==> config.mk <==
export PLATFORM = sky130hd
export DESIGN_NAME = constrained_int_bit_packer
export DESIGN_NICKNAME = d
export VERILOG_FILES = /design/src/rtl/core/cibp_pkg.sv /design/src/rtl/core/constrained_int_bit_packer.sv
export SDC_FILE = /design/constraint.sdc
export NUM_CORES = 1
export LEC_CHECK = 0
export ABC_AREA = 1
export BUFFER_PORTS_ARGS = -buffer_cell sky130_fd_sc_hd__buf_2
export CORE_ASPECT_RATIO = 1.25
export CORE_MARGIN = 4
export CORE_UTILIZATION = 55
export CTS_BUF_LIST = sky130_fd_sc_hd__clkbuf_16
export DETAILED_ROUTE_END_ITERATION = 8
export PLACE_DENSITY = 0.89
export SLEW_MARGIN = 20
export SYNTH_ARGS = -nofsm -noshare
export SYNTH_HDL_FRONTEND = slang
export SYNTH_SLANG_ARGS = --single-unit
==> constraint.sdc <==
create_clock -name clk -period 7.1 [get_ports clk]
set_input_delay 0.355 -clock clk [delete_from_list [all_inputs] [get_ports clk]]
set_output_delay 0.355 -clock clk [all_outputs]
set_load 0.01 [all_outputs]
==> src/rtl/core/cibp_pkg.sv <==
// Shared types, constants and a helper function for the constrained integer bit packer.
`timescale 1ns / 1ps

package cibp_pkg;

	// Field widths fixed by the request format.
	localparam int VAL_W   = 64;
	localparam int DIG_W   = 8;
	localparam int NUM_DIG = VAL_W / DIG_W;
	localparam int WID_W   = 7;
	localparam int TOT_W   = 19;
	localparam int CAP_W   = 16;

	// Default parameter values and register reset values.
	localparam int              MAX_FIELD_BITS_DEF = 32;
	localparam logic [CAP_W-1:0] CAP_RESET          = 16'd64;

	// Configuration register indexes.
	localparam logic REG_CAP_BYTES = 1'b0;

	// Request actions.
	localparam logic ACT_APPEND = 1'b0;
	localparam logic ACT_FINISH = 1'b1;

	// Message status codes.
	localparam logic [1:0] STAT_OK       = 2'd0;
	localparam logic [1:0] STAT_OVERFLOW = 2'd1;
	localparam logic [1:0] STAT_WIDE     = 2'd2;

	// Sequencer states.
	typedef enum logic [2:0] {
		S_IDLE,
		S_DIG,
		S_CHK,
		S_SHF,
		S_FIN
	} state_t;

	// One input request.
	typedef struct packed {
		logic                    action;
		logic signed [VAL_W-1:0] field_value;
		logic signed [VAL_W-1:0] range_low;
		logic signed [VAL_W-1:0] range_high;
	} in_req_t;

	// One result item.
	typedef struct packed {
		logic [7:0] out_byte;
		logic       byte_valid;
		logic       last;
		logic [1:0] status;
	} out_res_t;

	// Bit length of an eight-bit digit, zero for a zero digit.
	function automatic logic [3:0] bitlen8(input logic [7:0] d);
		logic [3:0] n;
		n = 4'd0;
		for (int i = 0; i < 8; i++) begin
			if (d[i]) begin
				n = 4'(i + 1);
			end
		end
		return n;
	endfunction

endpackage

==> src/rtl/core/constrained_int_bit_packer.sv <==
// Constrained integer bit packer: turns constrained whole numbers into an MSB-first byte stream.
// Usage: requests arrive on in_valid/in_stall/in_data; an append request (action 0) carries a
// value and its bounds, a finish request (action 1) closes the message. Result items leave on
// out_valid/out_stall/out_data, at most one byte per result; a finish gives exactly one result with
// last set and the message status. cap_bytes must be written by the user over the APB port
// only while idle; the block itself does not enforce this. Flow: an append is accepted, then
// the 64-bit operands pass an eight-bit subtractor digit by digit, then a check step runs, and
// the offset of a field that passes is shifted bit by bit into the byte assembler. A finish is
// accepted and then hands over its result. The bit-serial assembler sets the rate.
// in_stall is high whenever a request is in progress; results wait in a single output register,
// so the next request is taken while the last byte still waits. A stalled receiver halts the
// assembler only when it has a byte to hand over.
// Reset clears the message state, sets cap_bytes to 64 and empties the output register; no
// clearing pass is needed.
`timescale 1ns / 1ps

module constrained_int_bit_packer #(
	parameter int MAX_FIELD_BITS = cibp_pkg::MAX_FIELD_BITS_DEF
) (
	input  logic                         clk,
	input  logic                         arst_n,
	input  logic                         in_valid,
	output logic                         in_stall,
	input  cibp_pkg::in_req_t            in_data,
	output logic                         out_valid,
	input  logic                         out_stall,
	output cibp_pkg::out_res_t           out_data,
	input  logic                         psel,
	input  logic                         penable,
	input  logic                         pwrite,
	input  logic [2:0]                   paddr,
	input  logic [31:0]                  pwdata,
	output logic [31:0]                  prdata,
	output logic                         pready
);

	localparam int OFF_DIG = (MAX_FIELD_BITS + cibp_pkg::DIG_W - 1) / cibp_pkg::DIG_W;
	localparam int OFF_W   = OFF_DIG * cibp_pkg::DIG_W;
	localparam int CNT_W   = $clog2(OFF_W);

	cibp_pkg::state_t state_q, state_nx;

	logic [cibp_pkg::CAP_W-1:0] cap_q;
	logic [cibp_pkg::VAL_W-1:0] val_sr_q, lo_sr_q, hi_sr_q;
	logic                       action_q;
	logic [2:0]                 dig_q;
	logic                       bs_q, bo_q, neg_q;
	logic [cibp_pkg::WID_W-1:0] wid_q;
	logic [OFF_W-1:0]           off_q;
	logic [CNT_W-1:0]           cnt_q;
	logic [6:0]                 acc_q;
	logic [2:0]                 pend_q;
	logic [cibp_pkg::TOT_W-1:0] total_q;
	logic                       ok_q;
	logic [1:0]                 err_q;
	logic                       out_valid_q;
	cibp_pkg::out_res_t         out_data_q;

	logic       in_acc, out_free, load_out, shf_go, dig_last;
	logic [8:0] span9, sgn9, off9;
	logic [7:0] hi_d, lo_d, va_d;
	logic [cibp_pkg::TOT_W:0] sum_bits, lim_bits;
	logic       wide_err, cap_err, skip;
	logic [1:0] fin_stat;
	logic [3:0] pad_sh;
	logic [7:0] fin_byte;
	logic       bit_in;
	cibp_pkg::out_res_t load_data;

	// Configuration port: one register, writes complete in the access phase.
	assign pready = 1'b1;
	assign prdata = (paddr[2] == cibp_pkg::REG_CAP_BYTES) ? {16'h0000, cap_q} : 32'h0;

	always_ff @(posedge clk or negedge arst_n) begin
		if (!arst_n) begin
			cap_q <= cibp_pkg::CAP_RESET;
		end else if (psel && penable && pwrite && paddr[2] == cibp_pkg::REG_CAP_BYTES) begin
			cap_q <= pwdata[cibp_pkg::CAP_W-1:0];
		end
	end

	// Digit subtractors: span and offset, least significant digit first.
	assign hi_d     = hi_sr_q[7:0];
	assign lo_d     = lo_sr_q[7:0];
	assign va_d     = val_sr_q[7:0];
	assign span9    = {1'b0, hi_d} - {1'b0, lo_d} - {8'h00, bs_q};
	assign sgn9     = {1'b0, hi_d ^ 8'h80} - {1'b0, lo_d ^ 8'h80} - {8'h00, bs_q};
	assign off9     = {1'b0, va_d} - {1'b0, lo_d} - {8'h00, bo_q};
	assign dig_last = (dig_q == 3'(cibp_pkg::NUM_DIG - 1));

	// Field checks against width limit and message capacity.
	assign sum_bits = {1'b0, total_q} + {13'h0000, wid_q};
	assign lim_bits = {1'b0, cap_q, 3'b000};
	assign skip     = !ok_q || neg_q || (wid_q == '0);
	assign wide_err = (wid_q > cibp_pkg::WID_W'(MAX_FIELD_BITS));
	assign cap_err  = (sum_bits > lim_bits);

	// Finish result: padded partial byte or status only.
	assign fin_stat = !ok_q ? err_q :
		((cap_q == '0) ? cibp_pkg::STAT_OVERFLOW : cibp_pkg::STAT_OK);
	assign pad_sh   = 4'd8 - {1'b0, pend_q};
	assign fin_byte = 8'({1'b0, acc_q} << pad_sh);

	assign bit_in   = off_q[cnt_q];
	assign out_free = !out_valid_q || !out_stall;
	assign in_acc   = in_valid && !in_stall;

	// Next state.
	always_comb begin
		state_nx = state_q;
		case (state_q)
			cibp_pkg::S_IDLE: begin
				if (in_acc) begin
					state_nx = (in_data.action == cibp_pkg::ACT_FINISH) ?
						cibp_pkg::S_FIN : cibp_pkg::S_DIG;
				end
			end
			cibp_pkg::S_DIG: begin
				if (dig_last) begin
					state_nx = cibp_pkg::S_CHK;
				end
			end
			cibp_pkg::S_CHK: begin
				state_nx = (skip || wide_err || cap_err) ? cibp_pkg::S_IDLE : cibp_pkg::S_SHF;
			end
			cibp_pkg::S_SHF: begin
				if (shf_go && cnt_q == '0) begin
					state_nx = cibp_pkg::S_IDLE;
				end
			end
			cibp_pkg::S_FIN: begin
				if (out_free) begin
					state_nx = cibp_pkg::S_IDLE;
				end
			end
			default: begin
				state_nx = cibp_pkg::S_IDLE;
			end
		endcase
	end

	// Sequencer outputs.
	always_comb begin
		in_stall  = 1'b1;
		shf_go    = 1'b0;
		load_out  = 1'b0;
		load_data = '0;
		case (state_q)
			cibp_pkg::S_IDLE: begin
				in_stall = 1'b0;
			end
			cibp_pkg::S_SHF: begin
				shf_go = (pend_q != 3'd7) || out_free;
				if (pend_q == 3'd7 && out_free) begin
					load_out             = 1'b1;
					load_data.out_byte   = {acc_q, bit_in};
					load_data.byte_valid = 1'b1;
				end
			end
			cibp_pkg::S_FIN: begin
				if (out_free) begin
					load_out         = 1'b1;
					load_data.last   = 1'b1;
					load_data.status = fin_stat;
					if (fin_stat == cibp_pkg::STAT_OK && pend_q != '0) begin
						load_data.out_byte   = fin_byte;
						load_data.byte_valid = 1'b1;
					end
				end
			end
			default: begin
				in_stall = 1'b1;
			end
		endcase
	end

	// Control state.
	always_ff @(posedge clk or negedge arst_n) begin
		if (!arst_n) begin
			state_q <= cibp_pkg::S_IDLE;
			pend_q  <= '0;
			total_q <= '0;
			ok_q    <= 1'b1;
			err_q   <= cibp_pkg::STAT_OK;
			dig_q   <= '0;
			cnt_q   <= '0;
		end else begin
			state_q <= state_nx;
			case (state_q)
				cibp_pkg::S_IDLE: begin
					dig_q <= '0;
				end
				cibp_pkg::S_DIG: begin
					dig_q <= dig_q + 3'd1;
				end
				cibp_pkg::S_CHK: begin
					if (!skip) begin
						if (wide_err) begin
							ok_q  <= 1'b0;
							err_q <= cibp_pkg::STAT_WIDE;
						end else if (cap_err) begin
							ok_q  <= 1'b0;
							err_q <= cibp_pkg::STAT_OVERFLOW;
						end else begin
							total_q <= sum_bits[cibp_pkg::TOT_W-1:0];
							cnt_q   <= CNT_W'(wid_q - 7'd1);
						end
					end
				end
				cibp_pkg::S_SHF: begin
					if (shf_go) begin
						pend_q <= pend_q + 3'd1;
						cnt_q  <= cnt_q - CNT_W'(1);
					end
				end
				cibp_pkg::S_FIN: begin
					if (out_free) begin
						pend_q  <= '0;
						total_q <= '0;
						ok_q    <= 1'b1;
						err_q   <= cibp_pkg::STAT_OK;
					end
				end
				default: begin
					dig_q <= '0;
				end
			endcase
		end
	end

	// Operand shift registers, borrow chain, width tracking and offset capture.
	always_ff @(posedge clk) begin
		if (in_acc) begin
			action_q <= in_data.action;
			val_sr_q <= in_data.field_value;
			lo_sr_q  <= in_data.range_low;
			hi_sr_q  <= in_data.range_high;
			bs_q     <= 1'b0;
			bo_q     <= 1'b0;
			wid_q    <= '0;
			neg_q    <= 1'b0;
		end else if (state_q == cibp_pkg::S_DIG) begin
			val_sr_q <= {8'h00, val_sr_q[cibp_pkg::VAL_W-1:8]};
			lo_sr_q  <= {8'h00, lo_sr_q[cibp_pkg::VAL_W-1:8]};
			hi_sr_q  <= {8'h00, hi_sr_q[cibp_pkg::VAL_W-1:8]};
			bs_q     <= span9[8];
			bo_q     <= off9[8];
			if (span9[7:0] != 8'h00) begin
				wid_q <= {1'b0, dig_q, 3'b000} + {3'b000, cibp_pkg::bitlen8(span9[7:0])};
			end
			if (dig_last) begin
				neg_q <= sgn9[8];
			end
			if (dig_q < 3'(OFF_DIG)) begin
				off_q <= {off9[7:0], off_q[OFF_W-1:cibp_pkg::DIG_W]};
			end
		end
	end

	// Byte assembler: one offset bit per cycle but for output stalls, most significant first.
	always_ff @(posedge clk) begin
		if (state_q == cibp_pkg::S_SHF && shf_go) begin
			acc_q <= {acc_q[5:0], bit_in};
		end
	end

	// Output register.
	always_ff @(posedge clk or negedge arst_n) begin
		if (!arst_n) begin
			out_valid_q <= 1'b0;
		end else if (load_out) begin
			out_valid_q <= 1'b1;
		end else if (!out_stall) begin
			out_valid_q <= 1'b0;
		end
	end

	always_ff @(posedge clk) begin
		if (load_out) begin
			out_data_q <= load_data;
		end
	end

	assign out_valid = out_valid_q;
	assign out_data  = out_data_q;

`ifndef SYNTHESIS
	// A failed status never comes with a message byte.
	assert property (@(posedge clk) disable iff (!arst_n)
		out_valid && out_data.status != cibp_pkg::STAT_OK |-> !out_data.byte_valid)
		else $error("failed status result carries a byte");

	// An accepted finish request goes straight to the result stage.
	assert property (@(posedge clk) disable iff (!arst_n)
		in_valid && !in_stall && in_data.action == cibp_pkg::ACT_FINISH
		|=> state_q == cibp_pkg::S_FIN)
		else $error("finish request did not reach the result stage");

	// Only fields that passed the checks are shifted in.
	assert property (@(posedge clk) disable iff (!arst_n)
		state_q == cibp_pkg::S_SHF |-> wid_q != '0 && !wide_err && ok_q
		&& action_q == cibp_pkg::ACT_APPEND)
		else $error("bit assembler running on a rejected field");
`endif

endmodule
==> results of run 1 <==
-- cells in the mapped netlist (5+ instances only) --
cell	n	area [um^2]
fa_1	5	100
nand3_1	37	185
nand2_2	22	138
dfxtp_1	10	200
a21oi_1	50	250
dfrtp_1	51	1280
edfxtp_1	243	7300
clkbuf_1	19	71.3
o21ai_0	51	255
nor2_1	119	447
nand4_1	13	81.3
o21bai_1	5	37.5
ha_1	61	763
o21ai_2	9	78.8
inv_1	166	623
o221ai_1	7	61.3
o22ai_1	7	43.8
nand2_1	652	2450
buf_1	16	60.1
buf_2	17	85.1
buf_4	17	128
xor2_1	20	175
nor2_2	5	31.3
xnor2_1	11	96.3
nor3_1	9	45.0
-- cell type report --
type | count | area [um^2]
Tap cell | 350 | 438
Antenna cell | 3 | 7.51
Sequential cell | 306 | 8830
Multi-Input combinational cell | 1142 | 5710
Clock inverter | 26 | 218
Fill cell | 2075 | 9830
Inverter | 173 | 659
Timing Repair Buffer | 254 | 1300
Clock buffer | 30 | 751
-- cells by family after synthesis --
family / share of synthesized area
AOI/OAI and AO/OA: 0.0586
xor gates and xnor gates: 0.0196
adders and majority gates: 0.0557
buffers and inverters: 0.0673
DFF: 0.569
muxes: 0.000646
other: 0.000484
and+or+nand+nor: 0.228
-- worst max-delay path: stages, from the launching register on --
cell	delay [ns]
dfrtp_1	0.43
nor2_1	0.29
nand3_4	0.51
inv_4	0.72
nor2_1	0.23
inv_8	0.68
buf_4	0.65
-- worst paths after layout --
check | slack (ns) | cells past startpoint | from | end
setup / recovery | 3.14 | 6 | state_q[1] | hi_sr_q[1]
hold reg to reg | 0.45 | 0 | off_q[30] | off_q[22]
max in group asynchronous | 6.13 | 3 | arst_n | total_q[17]
min in group asynchronous | 0.49 | 3 | arst_n | out_valid
hold / removal | 0.04 | 3 | pwdata[14] | cap_q[14]
setup reg to reg | 3.14 | 6 | state_q[1] | hi_sr_q[1]
-- metrics by stage --
stage	hold WS [ns]	util	instance area (um^2)
finish	0.0450	0.646	17900
global route	0.0362	0.646	17900
CTS	0.0120	0.645	17900
detailed placement	0.430	0.610	16900
global placement	0.421	0.610	16900
floorplan	0.0594	-	15600
-- cell usage in the layout (no fill, tap or decap), types with 30 or more instances in the layout --
master     instances
ha_1              61
dfrtp_1           51
nand2_1          652
nand3_1           36
o21ai_0           51
inv_1            169
buf_2            246
nor2_1           118
clkbuf_16         30
a21oi_1           50
edfxtp_1         243
-- timing repair --
action                                  CTS  global route
hold buffers                              1             0
endpoints found under the setup margin    0             0
endpoints found under the hold margin    51             0
buffers inserted                          0             0
-- where the power goes --
part | switching [uW] | internal (uW) | total, uW | leakage (uW)
registers | 397 | 3190 | 3590 | 0.00309
logic | 2430 | 1270 | 3690 | 0.00513
clock network | 681 | 879 | 1560 | 0.000473
-- registers in the layout, summed over array words and instances, names as in the netlist --
name / flops
bs_q: 1
cap_q: 16
err_q: 2
ok_q: 1
wid_q: 7
out_data: 12
neg_q: 1
bo_q: 1
out_valid: 1
off_q: 32
pend_q: 3
total_q: 19
dig_q: 3
acc_q: 7
state_q: 3
hi_sr_q: 64
lo_sr_q: 64
val_sr_q: 64
cnt_q: 5
-- routing by layer --
metal  routed length, um  vias to the layer above
li1                    -                     5863
met1               12300                     5499
met2               17800                      425
met3                2850                       98
met4                1400                       10
met5                  57                        -
==> impl_metrics.tcl, run 1 <==
set metrics [dict create \
    layoutNonFillerInstCount 2284 \
    clock_latency_ns 0.56 \
    fmax_mhz 253 \
    port_buffers 246 \
    syn_area_mm2 0.0155 \
    setup_viol 0 \
    setup.worst_path.class "register to register" \
    grt_pass1_wl_um 54800 \
    ir_drop_mv 0.551 \
    finalPower_uw 8840 \
    crit_required_ns 7.29 \
    grt_busiest_layer "met2" \
    die_x_um 158 \
    placement_rows 68 \
    fin_tns_setup_ns 0 \
    syn_to_final_growth_pct 15.5 \
    slew_viol_final 0 \
    synth_seq_cells 306 \
    critPathCaptureType "register" \
    die-height_um 196 \
    fin_crit_sh 0.558 \
    syn_area_per_cell_um2 9.23 \
    cts.sinks 306 \
    viasPerCell 5.21 \
    use_met3 0.0611 \
    use_met1 0.233 \
    synth_edf_count 243 \
    vias 11900 \
    finalHoldViolCount 0 \
    core_region_area_mm2 0.0277 \
    worstMarginPinSlew_ns 0.992 \
    crit_fanout 142 \
    cts_tree "built" \
    clk_pin_slew_worst_paths_ns 0.06 \
    drive_gt1_frac 0.186 \
    gp_congestion 0.844 \
    yosysUniqueCellTypes 57 \
    setup_ws_ns 3.14 \
    dp_hpwl_um 23600 \
    htree_levels 1 \
    arrival_ns 4.15 \
    cts_buffers 30 \
    fin_worst_skew_ns 0.0129 \
    yosysSeqAreaShare 0.569 \
    wl_per_cell_um 15.1 \
    grt-ovfl-total 0 \
    drt-initial-drc-count 772 \
    status "finished clean" \
    route.detailed.drc 0 \
    ant_nets 0 \
    power.density_mw_per_mm2 494 \
    layout_min_cycle_time_ns 3.96 \
    grt_pass1_vias 12000 \
    start_util 0.559 \
    leakagePower_uw 0.00869 \
    max_cap_violations 0 \
    drt_pre_antenna_iters 5 \
    nNetsFinal 2208 \
    pre_cts_ws_ns 3.05 \
    worst_hold_path_type "input port to register" \
    root_buffer "clkbuf_16" \
    placed_cells 2223 \
    ctsResizeCount 0 \
    synth_cells 1679 \
    rsz0062_at_grt "no" \
    clockBufferDepth 3 \
    dieArea_mm2 0.0310 \
    yosys_warnings 0 \
    ios 282 \
    grtUsageMet2 0.385 \
    grt_max_degree 143 \
    relSlewSlack 0.339 \
    antenna_found_initial 8 \
    grt_usage 0.215 \
    critPathLaunchType "register" \
    synth-async-reset-ratio 0.173 \
    wl_um 34400 \
    synth_flop_cell "edfxtp_1" \
]
(Power assumes the default switching activity.)
==> run 2: changes to the inputs <==
CORE_UTILIZATION = 51   (was 55)
PLACE_DENSITY = 0.87   (was 0.89)
clock period = 3.6 ns   (was 7.1 ns; I/O delays follow)
==> impl_metrics.tcl, run 2 (synthesis gave the netlist of run 1 again) <==
set metrics [dict create \
    gp_congestion 0.901 \
    port_buffers 246 \
    power.internal_uw 11100 \
    path_cells "ha_2, fa_2, nand2_2, inv_2, nand4_1, o211ai_1, nand3_1, nand2_2, nand4_1, xnor2_2, ha_1, inv_2, nor2_4, nand2_4, nor3b_4, nand4_1, nand3_4, nand3_4, buf_12, nand2_1, o21ai_2" \
    comb_power_share 0.440 \
    drt-initial-drc-count 1036 \
    crit_top_cell "nand4_1" \
    reg.largest.list "hi_sr_q: 64 flops, lo_sr_q: 64 flops, val_sr_q: 64 flops" \
    critPathLaunchType "register" \
    sw_frac_of_total 0.403 \
    mostFrequentLayoutCell "nand2_1" \
    n_fill_cell 1980 \
    leakagePower_uw 0.00980 \
    status "finished clean" \
    clk_pin_slew_worst_paths_ns 0.06 \
    route.detailed.drc 0 \
    power.density_mw_per_mm2 900 \
    crit_path_max_incr_delay_ns 0.40 \
    fmax_mhz 288 \
    grt-ovfl-total 0 \
    power_frac_seq 0.388 \
    use_met1 0.298 \
    use_met3 0.0510 \
    layoutNonFillerInstCount 2567 \
    clockBufferDepth 3 \
    start_util 0.516 \
    core_region_area_mm2 0.0300 \
    fin_worst_skew_ns 0.0188 \
    slew_viol_final 0 \
    die-height_um 203 \
    root_buffer "clkbuf_16" \
    cts.sinks 306 \
    max_cap_violations 0 \
    viasPerCell 5.33 \
    setup.worst_path.class "register to register" \
    placed_cells 2283 \
    cts_buffers 31 \
    finalHoldViolCount 0 \
    p_switching_uw 7480 \
    dieArea_mm2 0.0333 \
    r2r_end "total_q[8]" \
    clock_latency_ns 0.57 \
    grt_pass1_vias 13700 \
    wl_per_cell_um 17.1 \
    grt_pass1_wl_um 68600 \
    grtUsageMet2 0.457 \
    wl_um 43800 \
    drive_gt1_frac 0.194 \
    r2r_start "total_q[0]" \
    rsz0062_at_grt "yes" \
    arrival_ns 3.92 \
    worstMarginPinSlew_ns 0.858 \
    crit_fanout 7 \
    fin_crit_sh 0.966 \
    slowest_stage "dfrtp_1" \
    htree_levels 1 \
    worst_hold_path_type "input port to async pin" \
    clock_power_share 0.172 \
    ir_drop_mv 0.555 \
    fin_util 0.686 \
    vias 13700 \
    cts_tree "built" \
    antenna_found_initial 1 \
    r2r_setup_slack_ns 0.12 \
    relSlewSlack 0.428 \
    die_x_um 164 \
    grt_max_degree 203 \
    path_depth 21 \
    setup_viol 0 \
    grt_usage 0.256 \
    final_cell_mix "nand2_1 (643), buf_2 (246), edfxtp_1 (243), dlygate4sd3_1 (212), inv_1 (169)" \
    ios 282 \
    crit_family "simple AND/OR/NAND/NOR gates" \
    r2r_cells 21 \
    syn_to_final_growth_pct 32.8 \
    layout_min_cycle_time_ns 3.48 \
    nNetsFinal 2442 \
    placement_rows 71 \
    crit_buf_inv 3 \
    crit_required_ns 4.04 \
    grt_busiest_layer "met2" \
    ant_nets 0 \
    dp_hpwl_um 23200 \
    critPathCaptureType "register" \
    drt_pre_antenna_iters 5 \
]
-- run 2: cell types whose count changed in the layout (fill, tap and decap cells not counted), moves of 5 or more --
cell / delta
buf_12: +8
buf_4: +11
dlygate4sd3_1: +211
ha_1: -6
ha_4: +5
nand2_1: -9
nand2_2: +7
nor2_1: -6
-- run 2: cell type report --
cell class,count,area (um^2),share of cell area
Sequential cell,306,8830,0.429
Multi-Input combinational cell,1142,5920,0.287
Timing Repair Buffer,487,3700,0.180
Clock buffer,31,776,0.0377
Inverter,173,662,0.0321
Tap cell,401,502,0.0244
Clock inverter,26,209,0.0101
Antenna cell,1,2.50,0.000121
-- run 2: what timing repair did --
item	CTS	global route
endpoints found under the hold margin	225	0
hold buffers	212	0
setup endpoints to repair	0	29
buffers inserted	0	12
resized for setup	0	46
-- run 2: power by group through the flow --
stage | Combinational, uW | Clock (uW) | Sequential (uW)
detailed placement | 7400 | 0 | 7080
floorplan | 5710 | 0 | 6970
global route | 9180 | 3350 | 7350
finish | 8160 | 3180 | 7200
CTS | 7670 | 3190 | 7030
global placement | 7050 | 0 | 7010
-- run 2: through the flow --
| stage | TNS (ns) | total power (uW) | worst slack [ns] | hold slack [ns] | cell area [um^2] |
|---|---|---|---|---|---|
| 2_1_floorplan | -114.65 | 12700 | -0.597 | -0.116 | 15600 |
| 3_3_place_gp | 0 | 14100 | 0.104 | 0.109 | 17100 |
| 3_5_place_dp | 0 | 14500 | 0.0400 | 0.110 | 17100 |
| 4_1_cts | 0 | 17900 | 0.00139 | 0.0387 | 20300 |
| 5_1_grt | -1.48 | 19900 | -0.0977 | 0.0717 | 20600 |
| 6_report | 0 | 18500 | 0.123 | 0.0560 | 20600 |
-- run 2: worst max-delay path by stage --
| stage | start | endpoint | slack (ns) |
|---|---|---|---|
| after floorplan | state_q[0] | hi_sr_q[0] | -0.60 |
| after global placement | total_q[0] | total_q[3] | 0.10 |
| after detailed placement | total_q[2] | total_q[9] | 0.04 |
| after CTS | total_q[0] | total_q[9] | 0.001 |
| after global routing | total_q[0] | total_q[15] | -0.1 |
| final | total_q[0] | total_q[8] | 0.12 |
-- run 2: routing by layer --
| layer | wire [um] | part of all wire |
|---|---|---|
| met5 | 0 | 0 |
| met2 | 22300 | 0.51 |
| met4 | 1980 | 0.045 |
| met3 | 4070 | 0.093 |
| met1 | 15500 | 0.35 |
-- run 2: worst register-to-register path, delay by kind of cell, from the launching register on --
kind                       cells  cell delay (ns)
buffers and inverters          3             0.28
AOI/OAI and AO/OA              2             0.16
adders and majority gates      3             0.87
and+or+nand+nor               12             1.56
xor gates and xnor gates       1             0.10
DFF                            1             0.40
